## src/design/gas_sensor_breath_test_sequencer_unit_assert.svh

```systemverilog
// Assertion macros shared by the breath test sequencer.
// Every assertion samples on clk_i and is disabled while rst_ni is low.
`ifndef GAS_SENSOR_BREATH_TEST_SEQUENCER_UNIT_ASSERT_SVH
`define GAS_SENSOR_BREATH_TEST_SEQUENCER_UNIT_ASSERT_SVH

// General property check.
`define GSBT_ASSERT(lbl, prop, msg) \
  lbl: assert property (@(posedge clk_i) disable iff (!rst_ni) (prop)) else $error(msg);

// Condition that must never be seen at a clock edge.
`define GSBT_ASSERT_NEVER(lbl, cond, msg) \
  `GSBT_ASSERT(lbl, !(cond), msg)

`endif

```

## src/design/gsbt_pkg.sv

```systemverilog
package gsbt_pkg;

  // Width of the sensor converter reading that the sequencer uses.
  localparam int unsigned SampleBits = 10;
  // Four samples are summed, so the sum needs two more bits.
  localparam int unsigned SumBits    = SampleBits + 2;
  localparam int unsigned OffBits    = 10;
  localparam int unsigned WideBits   = (SampleBits > OffBits) ? SampleBits : OffBits;
  localparam int unsigned TimeBits   = 16;
  localparam int unsigned SpaceBits  = 14;
  // One extra bit so that a sample time beyond the counter range never matches.
  localparam int unsigned SchedBits  = TimeBits + 1;

  // Action codes of an input request.
  localparam logic [1:0] ActNone  = 2'd0;
  localparam logic [1:0] ActStart = 2'd1;
  localparam logic [1:0] ActKill  = 2'd2;

  // Configuration register indexes.
  localparam int unsigned CfgIdxBits = 3;
  localparam logic [CfgIdxBits-1:0] CfgFirstSample  = 3'd0;
  localparam logic [CfgIdxBits-1:0] CfgSampleSpace  = 3'd1;
  localparam logic [CfgIdxBits-1:0] CfgWindowEnd    = 3'd2;
  localparam logic [CfgIdxBits-1:0] CfgHighOffset   = 3'd3;
  localparam logic [CfgIdxBits-1:0] CfgMidOffset    = 3'd4;

  typedef enum logic [3:0] {
    PH_IDLE  = 4'd0,
    PH_START = 4'd1,
    PH_S0    = 4'd2,
    PH_S1    = 4'd3,
    PH_S2    = 4'd4,
    PH_S3    = 4'd5,
    PH_BLOW  = 4'd6,
    PH_END   = 4'd7
  } phase_e;

  typedef enum logic [1:0] {
    ST_IDLE    = 2'd0,
    ST_WORKING = 2'd1,
    ST_DONE    = 2'd2
  } status_e;

  typedef enum logic [1:0] {
    LV_SOBER = 2'd0,
    LV_TIPSY = 2'd1,
    LV_DRUNK = 2'd2
  } level_e;

  typedef struct packed {
    logic [TimeBits-1:0]  first_sample_ms;
    logic [SpaceBits-1:0] sample_spacing_ms;
    logic [TimeBits-1:0]  window_end_ms;
    logic [OffBits-1:0]   high_offset;
    logic [OffBits-1:0]   mid_offset;
  } cfg_t;

  typedef struct packed {
    logic [1:0]  action;
    logic [15:0] tick_ms;
    logic [9:0]  sample;
  } in_t;

  typedef struct packed {
    logic [1:0] status;
    logic [1:0] level;
    logic       heater_on;
    logic [9:0] baseline;
  } out_t;

  typedef struct packed {
    phase_e                phase;
    logic [TimeBits-1:0]   elapsed_ms;
    logic [SumBits-1:0]    sample_sum;
    logic [SampleBits-1:0] baseline_level;
    logic [SampleBits-1:0] high_threshold;
    logic [SampleBits-1:0] mid_threshold;
    level_e                test_level;
    logic                  heater;
  } state_t;

  // Baseline minus offset, held at zero when the offset is the larger.
  function automatic logic [SampleBits-1:0] sat_sub(input logic [SampleBits-1:0] a,
                                                    input logic [OffBits-1:0] b);
    logic [WideBits-1:0] aw;
    logic [WideBits-1:0] bw;
    aw = WideBits'(a);
    bw = WideBits'(b);
    return (aw > bw) ? SampleBits'(aw - bw) : '0;
  endfunction

endpackage

```

## src/design/gas_sensor_breath_test_sequencer_unit.sv

```systemverilog
// A request accepted at a clock edge is held in the input register and then moves into
// the result register, which drives the outputs, once that register is empty or drains.
// Throughput: one request per cycle while the consumer keeps up; the step logic between
// the input and result registers updates the whole sequencer state combinationally.
// Reset (rst_ni low, asynchronous) empties both pipeline registers, puts the
// sequence in idle with heater off and level sober, and loads the timing defaults.
module gas_sensor_breath_test_sequencer_unit (
  input  logic                            clk_i,
  input  logic                            rst_ni,
  input  logic                            in_valid_i,
  output logic                            in_ready_o,
  input  gsbt_pkg::in_t                   in_data_i,
  output logic                            out_valid_o,
  input  logic                            out_ready_i,
  output gsbt_pkg::out_t                  out_data_o,
  input  logic                            cfg_valid_i,
  output logic                            cfg_ready_o,
  input  logic [gsbt_pkg::CfgIdxBits-1:0] cfg_index_i,
  input  logic [15:0]                     cfg_data_i
);

  `include "gas_sensor_breath_test_sequencer_unit_assert.svh"

  gsbt_pkg::cfg_t   cfg;
  gsbt_pkg::state_t st_q;
  gsbt_pkg::state_t st_d;
  gsbt_pkg::in_t    in_q;
  gsbt_pkg::out_t   out_q;
  gsbt_pkg::out_t   result;
  logic             in_valid_q;
  logic             out_valid_q;
  logic             advance;
  logic             in_take;

  // Configuration writes are always taken. The user must write only while the sequencer
  // has nothing in flight; the block itself does not enforce this and has no interlock.
  assign cfg_ready_o = 1'b1;

  gsbt_cfg_regs u_cfg (
    .clk_i      (clk_i),
    .rst_ni     (rst_ni),
    .wr_en_i    (cfg_valid_i),
    .wr_index_i (cfg_index_i),
    .wr_data_i  (cfg_data_i),
    .cfg_o      (cfg)
  );

  // A held request moves into the result register when that register is empty
  // or is being drained in this same cycle. The input register then frees up,
  // so a new request can be accepted every cycle while the consumer keeps up.
  assign advance    = in_valid_q && (!out_valid_q || out_ready_i);
  assign in_ready_o = !in_valid_q || advance;
  assign in_take    = in_valid_i && in_ready_o;

  always_ff @(posedge clk_i or negedge rst_ni) begin
    if (!rst_ni) begin
      in_valid_q <= 1'b0;
    end else if (in_ready_o) begin
      in_valid_q <= in_valid_i;
    end
  end

  always_ff @(posedge clk_i) begin
    if (in_take) begin
      in_q <= in_data_i;
    end
  end

  // The step logic sees the held request and the current sequencer state, and
  // produces the next state together with the result of this step.
  gsbt_step_logic u_step (
    .cfg_i    (cfg),
    .state_i  (st_q),
    .item_i   (in_q),
    .state_o  (st_d),
    .result_o (result)
  );

  // The sequencer state only moves when a step is committed to the result register.
  always_ff @(posedge clk_i or negedge rst_ni) begin
    if (!rst_ni) begin
      st_q.phase          <= gsbt_pkg::PH_IDLE;
      st_q.elapsed_ms     <= '0;
      st_q.sample_sum     <= '0;
      st_q.baseline_level <= '0;
      st_q.high_threshold <= '0;
      st_q.mid_threshold  <= '0;
      st_q.test_level     <= gsbt_pkg::LV_SOBER;
      st_q.heater         <= 1'b0;
    end else if (advance) begin
      st_q <= st_d;
    end
  end

  always_ff @(posedge clk_i or negedge rst_ni) begin
    if (!rst_ni) begin
      out_valid_q <= 1'b0;
    end else if (advance) begin
      out_valid_q <= 1'b1;
    end else if (out_ready_i) begin
      out_valid_q <= 1'b0;
    end
  end

  always_ff @(posedge clk_i) begin
    if (advance) begin
      out_q <= result;
    end
  end

  assign out_valid_o = out_valid_q;
  assign out_data_o  = out_q;

  // A start is resolved within its own step, so the start phase is never stored.
  `GSBT_ASSERT_NEVER(a_no_stored_start, st_q.phase == gsbt_pkg::PH_START,
                     "start phase stored")
  // Whenever the sequence rests in idle the heater must be off.
  `GSBT_ASSERT(a_idle_heater_off, st_q.phase == gsbt_pkg::PH_IDLE |-> !st_q.heater,
               "heater on in idle")
  // A drunk verdict ends the test: only the end phase or idle may follow it.
  `GSBT_ASSERT(a_drunk_ends,
               st_q.test_level == gsbt_pkg::LV_DRUNK |->
                 (st_q.phase == gsbt_pkg::PH_END || st_q.phase == gsbt_pkg::PH_IDLE),
               "drunk level while test runs")
  // A request held behind a stalled result must stay put until it can move on.
  `GSBT_ASSERT(a_hold_on_stall,
               in_valid_q && out_valid_q && !out_ready_i |=> in_valid_q && $stable(in_q),
               "held request lost")

endmodule

```

## src/design/gsbt_cfg_regs.sv

```systemverilog
module gsbt_cfg_regs (
  input  logic                                clk_i,
  input  logic                                rst_ni,
  input  logic                                wr_en_i,
  input  logic [gsbt_pkg::CfgIdxBits-1:0]     wr_index_i,
  input  logic [15:0]                         wr_data_i,
  output gsbt_pkg::cfg_t                      cfg_o
);

  gsbt_pkg::cfg_t cfg_q;
  gsbt_pkg::cfg_t cfg_d;

  always_comb begin
    cfg_d = cfg_q;
    if (wr_en_i) begin
      case (wr_index_i)
        gsbt_pkg::CfgFirstSample: begin
          cfg_d.first_sample_ms = wr_data_i[gsbt_pkg::TimeBits-1:0];
        end
        gsbt_pkg::CfgSampleSpace: begin
          cfg_d.sample_spacing_ms = wr_data_i[gsbt_pkg::SpaceBits-1:0];
        end
        gsbt_pkg::CfgWindowEnd: begin
          cfg_d.window_end_ms = wr_data_i[gsbt_pkg::TimeBits-1:0];
        end
        gsbt_pkg::CfgHighOffset: begin
          cfg_d.high_offset = wr_data_i[gsbt_pkg::OffBits-1:0];
        end
        gsbt_pkg::CfgMidOffset: begin
          cfg_d.mid_offset = wr_data_i[gsbt_pkg::OffBits-1:0];
        end
        default: begin
          cfg_d = cfg_q;
        end
      endcase
    end
  end

  always_ff @(posedge clk_i or negedge rst_ni) begin
    if (!rst_ni) begin
      cfg_q.first_sample_ms   <= 16'd7000;
      cfg_q.sample_spacing_ms <= 14'd1000;
      cfg_q.window_end_ms     <= 16'd17000;
      cfg_q.high_offset       <= 10'd20;
      cfg_q.mid_offset        <= 10'd15;
    end else begin
      cfg_q <= cfg_d;
    end
  end

  assign cfg_o = cfg_q;

endmodule

```

## src/design/gsbt_step_logic.sv

```systemverilog
module gsbt_step_logic (
  input  gsbt_pkg::cfg_t   cfg_i,
  input  gsbt_pkg::state_t state_i,
  input  gsbt_pkg::in_t    item_i,
  output gsbt_pkg::state_t state_o,
  output gsbt_pkg::out_t   result_o
);

  logic [gsbt_pkg::SampleBits-1:0] smp;
  logic [1:0]                      slot;
  logic [gsbt_pkg::SchedBits-1:0]  spacing;
  logic [gsbt_pkg::SchedBits-1:0]  sample_time;
  logic [gsbt_pkg::SumBits-1:0]    sum_new;
  logic [gsbt_pkg::SampleBits-1:0] base_new;
  gsbt_pkg::phase_e                ph;
  gsbt_pkg::status_e               status;
  gsbt_pkg::state_t                nxt;

  assign smp     = gsbt_pkg::SampleBits'(item_i.sample);
  // Slot number of the current baseline sample, valid in the sampling phases only.
  assign slot    = 2'(4'(state_i.phase) - 4'(gsbt_pkg::PH_S0));
  assign spacing = gsbt_pkg::SchedBits'(cfg_i.sample_spacing_ms);
  // first + slot * spacing, built from a shift and two adds.
  assign sample_time = gsbt_pkg::SchedBits'(cfg_i.first_sample_ms)
                     + (slot[0] ? spacing : '0)
                     + (slot[1] ? gsbt_pkg::SchedBits'(spacing << 1) : '0);
  assign sum_new  = (slot == 2'd0) ? gsbt_pkg::SumBits'(smp)
                                   : state_i.sample_sum + gsbt_pkg::SumBits'(smp);
  assign base_new = sum_new[gsbt_pkg::SumBits-1:2];

  always_comb begin
    nxt            = state_i;
    nxt.elapsed_ms = state_i.elapsed_ms + item_i.tick_ms;
    status         = gsbt_pkg::ST_IDLE;
    ph             = state_i.phase;
    if (item_i.action == gsbt_pkg::ActKill) begin
      nxt.heater = 1'b0;
      nxt.phase  = gsbt_pkg::PH_IDLE;
      status     = gsbt_pkg::ST_DONE;
    end else begin
      if (item_i.action == gsbt_pkg::ActStart) begin
        nxt.heater     = 1'b1;
        nxt.elapsed_ms = '0;
        nxt.test_level = gsbt_pkg::LV_SOBER;
        ph             = gsbt_pkg::PH_START;
      end
      case (ph)
        gsbt_pkg::PH_START: begin
          nxt.heater = 1'b1;
          nxt.phase  = gsbt_pkg::PH_S0;
          status     = gsbt_pkg::ST_WORKING;
        end
        gsbt_pkg::PH_S0, gsbt_pkg::PH_S1, gsbt_pkg::PH_S2, gsbt_pkg::PH_S3: begin
          status = gsbt_pkg::ST_WORKING;
          if (gsbt_pkg::SchedBits'(nxt.elapsed_ms) >= sample_time) begin
            nxt.sample_sum = sum_new;
            if (slot == 2'd3) begin
              nxt.baseline_level = base_new;
              nxt.high_threshold = gsbt_pkg::sat_sub(base_new, cfg_i.high_offset);
              nxt.mid_threshold  = gsbt_pkg::sat_sub(base_new, cfg_i.mid_offset);
              nxt.phase          = gsbt_pkg::PH_BLOW;
            end else begin
              nxt.phase = gsbt_pkg::phase_e'(4'(ph) + 4'd1);
            end
          end
        end
        gsbt_pkg::PH_BLOW: begin
          status = gsbt_pkg::ST_WORKING;
          if (nxt.elapsed_ms > cfg_i.window_end_ms) begin
            nxt.phase = gsbt_pkg::PH_END;
          end else if (smp < state_i.high_threshold &&
                       state_i.test_level != gsbt_pkg::LV_DRUNK) begin
            nxt.test_level = gsbt_pkg::LV_DRUNK;
            nxt.phase      = gsbt_pkg::PH_END;
          end else if (smp < state_i.mid_threshold &&
                       state_i.test_level == gsbt_pkg::LV_SOBER) begin
            nxt.test_level = gsbt_pkg::LV_TIPSY;
          end
        end
        gsbt_pkg::PH_END: begin
          nxt.heater = 1'b0;
          nxt.phase  = gsbt_pkg::PH_IDLE;
          status     = gsbt_pkg::ST_DONE;
        end
        default: begin
          nxt.phase = gsbt_pkg::PH_IDLE;
          status    = gsbt_pkg::ST_IDLE;
        end
      endcase
    end
  end

  assign state_o            = nxt;
  assign result_o.status    = status;
  assign result_o.level     = nxt.test_level;
  assign result_o.heater_on = nxt.heater;
  assign result_o.baseline  = 10'(nxt.baseline_level);

endmodule
```

## config.mk

```make
export PLATFORM = sky130hd
export DESIGN_NAME = gas_sensor_breath_test_sequencer_unit
export DESIGN_NICKNAME = d
export VERILOG_FILES = /design/src/design/gsbt_pkg.sv /design/src/design/gas_sensor_breath_test_sequencer_unit.sv /design/src/design/gsbt_cfg_regs.sv /design/src/design/gsbt_step_logic.sv
export VERILOG_INCLUDE_DIRS = /design/src /design/src/design
export SDC_FILE = /design/constraint.sdc
export NUM_CORES = 1
export LEC_CHECK = 0
export BUFFER_PORTS_ARGS = -buffer_cell sky130_fd_sc_hd__buf_4
export CORE_MARGIN = 3
export CORE_UTILIZATION = 58
export CTS_CLUSTER_DIAMETER = 40
export CTS_CLUSTER_SIZE = 28
export DETAILED_ROUTE_END_ITERATION = 10
export PLACE_DENSITY = 0.77
export RECOVER_POWER = 100
export SLEW_MARGIN = 40
export SYNTH_ARGS = -nofsm -noshare
export SYNTH_HDL_FRONTEND = slang
export SYNTH_SLANG_ARGS = --single-unit
```

## constraint.sdc

```tcl
create_clock -name clk_i -period 11.8 [get_ports clk_i]
set_input_delay 3.54 -clock clk_i [delete_from_list [all_inputs] [get_ports clk_i]]
set_output_delay 3.54 -clock clk_i [all_outputs]
set_load 0.05 [all_outputs]
```

==> impl_results.md, run 1 <==
* Status: complete, but fails checks
* Failing checks: max-capacitance violations, max-slew violations
* Slowest stage delay, CP at 480 ps
* Sequential element share of the synthesized area at about two fifths
* Global-route usage over all layers at roughly a quarter
* Worst Path Buf+Inv at 2
* Overflow after GRT at 0
* Power per Cell Area at 291.9 nW/um^2
* FF-to-FF Start: st_q[62]
* Critical path arrival at 4250 ps
* Syn Area/Cell at 10.08 sq um
* Final setup violating endpoints at 0
* DRC viols at 0
* Overall Power at 3.661 mW
* Setup TNS at 0 ps
* Pins Over Slew Limit at 198
* Die height at 145.8 microns
* R2R depth at 21
* Critical path cell sequence: clkbuf_4, nand3b_1, clkbuf_1
* Storage cell area at 4649 sq um
* Worst vdd ir at 0.1284 mV
* Setup bufs post-CTS at 0
* Hold depth at 2
* Combined area of the multi-input logic cells at 6107 sq um
* Drt pass-1 iters at 5
* Post-synthesis cell count at between 1,000 and 1,500
* Final Hold Fails at 0
* Starting Density at 59.81%
* Placer Congestion at 0.9033
* Largest net degree at the start of global routing at 69
* Startpoint types: input pin
* Root buffer cell: clkbuf_16
* Top-area cell type share of the netlist area at 24.06%
* R2R setup slack at 4320 ps
* CTS buffer count at 17
* Most Crowded Layer GR: met2
* Via density at approximately 5.8
* P_leak at roughly 5.8 nW
* Hold endpoint: st_q[13]
* Initial antenna violation count at 0
* Synth-to-Final Area Change at 10.61%
* Area contributors post-synth: dfrtp_1 (24%), ha_1 (13%), edfxtp_1 (11%)
* CTS tree: built
* Setup Skew at about 7.5 ps
* Commonest non-fill, non-tap cell in the layout: nand2_1
* Required time of the critical path at 8260 ps
* Clk slew on worst S/H paths at 60 ps
* Reg-to-reg endpoint: st_q[19]
* Fin crit share at about 66%
* Total routed wirelength at 25.08 mm
* Critical path's slowest cell: clkbuf_1
* CTS Sinks at 176
* Post-synth EDFFs at 43
* Register bit total from synthesis at 176
* WHS at ~480 ps
* Resize count post-CTS at 0
* Die Wd at 145.8 microns
* Via count at 8,458
* Synthesis Warnings at 0
* Hold WC Path Type: reg2reg
* Slew HR at -147.6%
* Utilization after layout at 66.15%
* Post-Syn Area at about 11,000 sq um
* RSZ-0062 raised after global routing: no
* Number of inserted diodes at 0
* First-pass GRT wire length at between 40 and 50 mm
* Worst-Skew Late Latency at 430 ps
* Peak Freq at 128.3 MHz
* Clock Tree Buf Depth at 2
* Vias in the first global route at 8,384
* CP Max Fanout at 3
* CTS H-Tree Depth at 4
* Yosys top cell by area: dfrtp_1
* Dpl hpwl at approximately 19 mm
* Hold wc startpoint: st_q[13]
* Post-synth net total at about 1,300
* CP delay by family, top: buffers and inverters
* Layout cells sized above 1 at 13.69%
* Post-synth cell types at 69
* M1 GR Usage at 33.36%
* Core ar. at between 15,000 and 20,000 sq um
* Max Cap Viol at 6
* Most frequent cells in the layout: nand2_1 (138), ha_1 (116), inv_1 (111)
* Routed len/inst at approximately 17 microns
* GR Util met3 at 3.893%
* Post-synth ARST share at 75.57%
* CP endpoint kind: output port
* Setup Crit Path Kind: in2out
* GR Util met2 at 38.92%
* Fillcell total at 1,534
* Fin nets at 1,378
* Slew @ Worst Pin at 3714 ps
* Post-route antenna net violation count at 0
* Synth Flop Type: dfrtp_1
* Post-CTS Hold Buffers at 0
* IO buf count at 68
* Core Rows at 50
* Die area at 21,260 sq um
* IO Pins at 70
* Minimum clock period after layout at 7793 ps
* Number of DRC markers in iteration 0 at 527
-- logic make-up after synthesis --
family,share of synthesized area [%]
xor gates and xnor gates,3.940
DFF,41.01
muxes,7.085
adders and majority gates,15.98
and+or+nand+nor,11.76
AOI/OAI and AO/OA,15.54
buffers and inverters,4.646
other,0.03308
-- routing by layer --
metal  vias up  wire [microns]
li1       4119               -
met2       231           11660
met4         0             508
met3        37            1222
met1      4071           11680
met5         -               0
-- where the power goes --
group	switching, mW	total [mW]	internal (mW)
clock	0.244	0.555	0.311
sequential	0.104	0.904	0.800
combinational	1.29	2.20	0.908
total	1.64	3.66	2.02
-- flip-flops by register name (all words and copies together) (netlist names) --
| signal | count |
|---|---|
| u_cfg.cfg_o | 66 |
| out_data_o | 15 |
| out_valid_o | 1 |
| st_q | 65 |
| in_valid_q | 1 |
| in_q | 28 |
-- synth_stat cells (all sizes together), types with 4 or more instances --
library cell / n
mux2i: 6
o21ai: 78
a221oi: 4
edfxtp: 43
o21bai: 4
mux2: 66
nand3: 11
inv: 111
and2: 10
a21oi: 53
nor2: 48
or2: 4
o211ai: 8
dfstp: 24
a21o: 22
nand4: 13
dfrtp: 109
a211oi: 13
clkbuf: 21
a211o: 4
o31ai: 12
xor2: 25
o21a: 14
and3: 5
fa: 18
ha: 116
a31oi: 9
nor3: 16
nor2b: 17
a22o: 18
xnor2: 26
buf: 5
nand2b: 14
nand2: 138
-- area by class of cell --
type,count,share of cell area (%)
inverter,112,3.353
multi-input combinational,811,48.70
timing repair buffer,74,3.742
sequential,176,37.08
clock buffer,18,3.422
tap,260,2.594
clock inverter,14,1.108
-- worst min-delay path, delay by kind of cell (launching register included) --
family | cells | cell delay, ps
flip-flops | 1 | 340
AND/OR/NAND/NOR | 1 | 50
AO/OA/AOI/OAI | 1 | 50
-- per-stage QoR --
stage	instances	worst slack [ps]	area [sq um]
floorplan	1125	4237	11340
global route	1465	3817	12540
CTS	1465	4210	12720
detailed placement	1433	4210	12150
finish	1465	4007	12540
global placement	1433	4236	12130
-- how the worst max path moves through the flow --
| stage | startpoint | end | slack, ps | depth (start not counted) |
|---|---|---|---|---|
| after global routing | st_q[62] | st_q[21] | 3820 | 21 |
| final | out_ready_i | in_ready_o | 4010 | 3 |
| after global placement | out_ready_i | in_ready_o | 4240 | 3 |
| after floorplan | out_ready_i | in_ready_o | 4240 | 1 |
| after CTS | out_ready_i | in_ready_o | 4210 | 3 |
| after detailed placement | out_ready_i | in_ready_o | 4210 | 3 |
No activity file was read; power rests on OpenSTA's default activity.
==> run 2: changes to the inputs <==
ABC_AREA = 1   (was unset)
clock period = 8.1 ns   (was 11.8 ns; I/O delays follow)
==> impl_results.md, run 2 <==
* Status: complete, but fails checks
* Failing checks: max-capacitance violations, max-slew violations
* Peak Freq at 161.0 MHz
* Area contributors post-synth: dfrtp_1 (24%), nand2_1 (14%), ha_1 (13%)
* CTS H-Tree Depth at 4
* Worst Path Buf+Inv at 3
* Synthesis Warnings at 0
* Register bit total from synthesis at 176
* Global-route usage over all layers at 24.81%
* Most frequent cells in the layout: nand2_1 (427), inv_1 (199), o21ai_0 (126)
* CTS tree: built
* Sequential element share of the synthesized area at 40.26%
* Post-synth EDFFs at 43
* Dpl hpwl at 19.49 mm
* Combined area of the multi-input logic cells at 5978 sq um
* First-pass GRT wire length at ~43 mm
* DRC viols at 0
* IO Pins at 70
* CP endpoint kind: flop
* P_leak at 6.544 nW
* Startpoint types: flop
* Die area at 21,640 sq um
* Root buffer cell: clkbuf_16
* Core ar. at ~19,000 sq um
* Number of inserted diodes at 0
* Clk slew on worst S/H paths at 60 ps
* Max reg flops at 66
* Pins Over Slew Limit at 136
* Resize count post-CTS at 0
* Worst-Skew Late Latency at 440 ps
* Max Cap Viol at 2
* Setup Crit Path Kind: reg2reg
* RSZ-0062 raised after global routing: no
* Final setup violating endpoints at 0
* Clock Tree Buf Depth at 2
* Drt pass-1 iters at 6
* Setup TNS at 0 ps
* Number of DRC markers in iteration 0 at 793
* Critical path's slowest cell: nor2_1
* Fillcell total at approximately 1,700
* CP Max Fanout at 30
* Required time of the critical path at 8410 ps
* Post-synth cell types at 44
* Minimum clock period after layout at 6210 ps
* Slowest stage delay, CP at 1050 ps
* Post-synth ARST share at 75.57%
* Vias in the first global route at slightly below 9,000
* Hold WC Path Type: reg2reg
* Design Area, Final at 12,750 sq um
* Storage cell area at 4649 sq um
* Power per Cell Area at 391.8 nW/um^2
* IO buf count at 68
* Layout cells sized above 1 at 7.652%
* Overflow after GRT at 0
* Initial antenna violation count at 0
* Fin nets at 1,689
* Core Rows at 50
* Post-CTS Hold Buffers at 0
* Die height at 147.1 microns
* DP Area at 12,260 sq um
* Yosys top cell by area: dfrtp_1
* Placer Congestion at 0.9422
* Setup bufs post-CTS at 0
* Synth-to-Final Area Change at 10.43%
* Setup Skew at between 10 and 15 ps
* CTS Sinks at 176
* Worst vdd ir at ~0.31 mV
* Via count at 9,432
* Slew HR at -107.6%
* Most numerous cell in the Yosys netlist: nand2_1
* Routed len/inst at around 15 microns
* Post-Syn Area at 11,550 sq um
* Via density at 5.311
* Slew @ Worst Pin at about 3100 ps
* Starting Density at 60.32%
* Post-synth net total at 1,634
* Die Wd at roughly 150 microns
* Top-area cell type share of the netlist area at between 20% and 30%
* Critical path arrival at 6520 ps
* Syn Area/Cell at between 7 and 8 sq um
* Final Hold Fails at 0
* CTS buffer count at 17
* Largest net degree at the start of global routing at 79
* Commonest non-fill, non-tap cell in the layout: nand2_1
* CP delay by family, top: simple AND/OR/NAND/NOR gates
* Fin crit share at 76.67%
* Post-synthesis cell count at 1,448
* Post-route antenna net violation count at 0
* Synth cell count leaders: nand2_1 (428), inv_1 (198), o21ai_0 (125), ha_1 (116), dfrtp_1 (109)
* Total routed wirelength at 26.23 mm
* Synth Flop Type: dfrtp_1
* CP most frequent cell: nand2_1
## run 2: cell types whose count changed after synthesis, moves of 12 or more
cell / previous run / this run
nand3_1: 10 / 68
a21oi_1: 53 / 80
mux2_1: 12 / 0
mux2_2: 54 / 0
nor2b_1: 17 / 0
nand2b_1: 14 / 0
a22o_1: 18 / 0
nand2_1: 138 / 428
a21o_1: 22 / 7
inv_1: 111 / 198
o21ai_0: 75 / 125
nor2_1: 48 / 88
xnor2_1: 26 / 12
## run 2: report_power, final
part	total [mW]	internal [mW]	switching [mW]	leakage [nW]
Clock	0.814	0.467	0.347	0.285
Combinational	2.91	1.05	1.86	4.17
Sequential	1.28	1.14	0.138	2.09
## run 2: path summary, 6_finish.rpt
check	start	end	slack, ps	cells after the start
setup / recovery	st_q[62]	st_q[13]	1890	27
hold / removal	st_q[9]	st_q[9]	470	2
setup reg to reg	st_q[62]	st_q[13]	1890	27
hold reg to reg	st_q[9]	st_q[9]	470	2
max in group asynchronous	rst_ni	st_q[6]	1980	2
min in group asynchronous	rst_ni	u_cfg.cfg_o[46]	3020	1
## run 2: worst reg2reg max path, cell delays in order, from the launching register on
cell and delay [ps]:
dfrtp_1 460, inv_1 350, nand2_1 130, fa_1 490
inv_1 40, ha_1 220, fa_1 410, nand3_1 100
nand3_1 120, nand2_1 90, nand2_1 50, a21oi_1 180
o21ai_0 150, a21oi_1 190, xor2_1 90, ha_1 270
nand2_1 80, nor3_1 170, nand4_1 100, nand2_1 70
nand2_1 40, nand3_1 180, nand3_1 150, nor2_1 1050
buf_8 270, nand2_2 360, nand2_1 180, nand2_1 90
## run 2: metrics by stage
step                worst slack [ps]  std cells  utilization [%]  power (mW)  hold slack, ps
floorplan                       2780       1448                -       3.486           436.4
global placement                2282       1743            63.95       4.065           455.5
detailed placement              2359       1743            64.04       4.154           454.3
CTS                             2310       1775            67.08       4.995           474.7
global route                    1144       1776            66.61       5.487           493.7
finish                          1890       1776            66.61       4.997           471.5
## run 2: cell type report
| type | count | share of cell area, % |
|---|---|---|
| clock buffers | 24 | 3.944 |
| repair buffers | 71 | 3.660 |
| inverters | 200 | 5.887 |
| well taps | 260 | 2.551 |
| multi-input cells | 1037 | 46.88 |
| clock inverters | 8 | 0.6181 |
| flip-flops and latches | 176 | 36.46 |
## run 2: kinds of logic (layout without fill, tap and decap cells)
kind of cell	Yosys count	after routing	share of synthesized area, %
AOI/OAI and AO/OA	245	245	11.57
adders and majority gates	134	134	15.69
DFF	176	176	40.26
buffers and inverters	235	303	7.899
xor gates and xnor gates	37	37	2.806
other	1	1	0.03248
and+or+nand+nor	620	620	21.74
## run 2: routing by layer
| layer | global-route usage [%] | up-vias | wire length [microns] |
|---|---|---|---|
| met5 | 0 | - | 0 |
| met4 | 4.380 | 0 | 251 |
| met3 | 5.089 | 21 | 1644 |
| met2 | 38.53 | 258 | 11640 |
| met1 | 36.77 | 4336 | 12700 |
| li1 | - | 4817 | - |
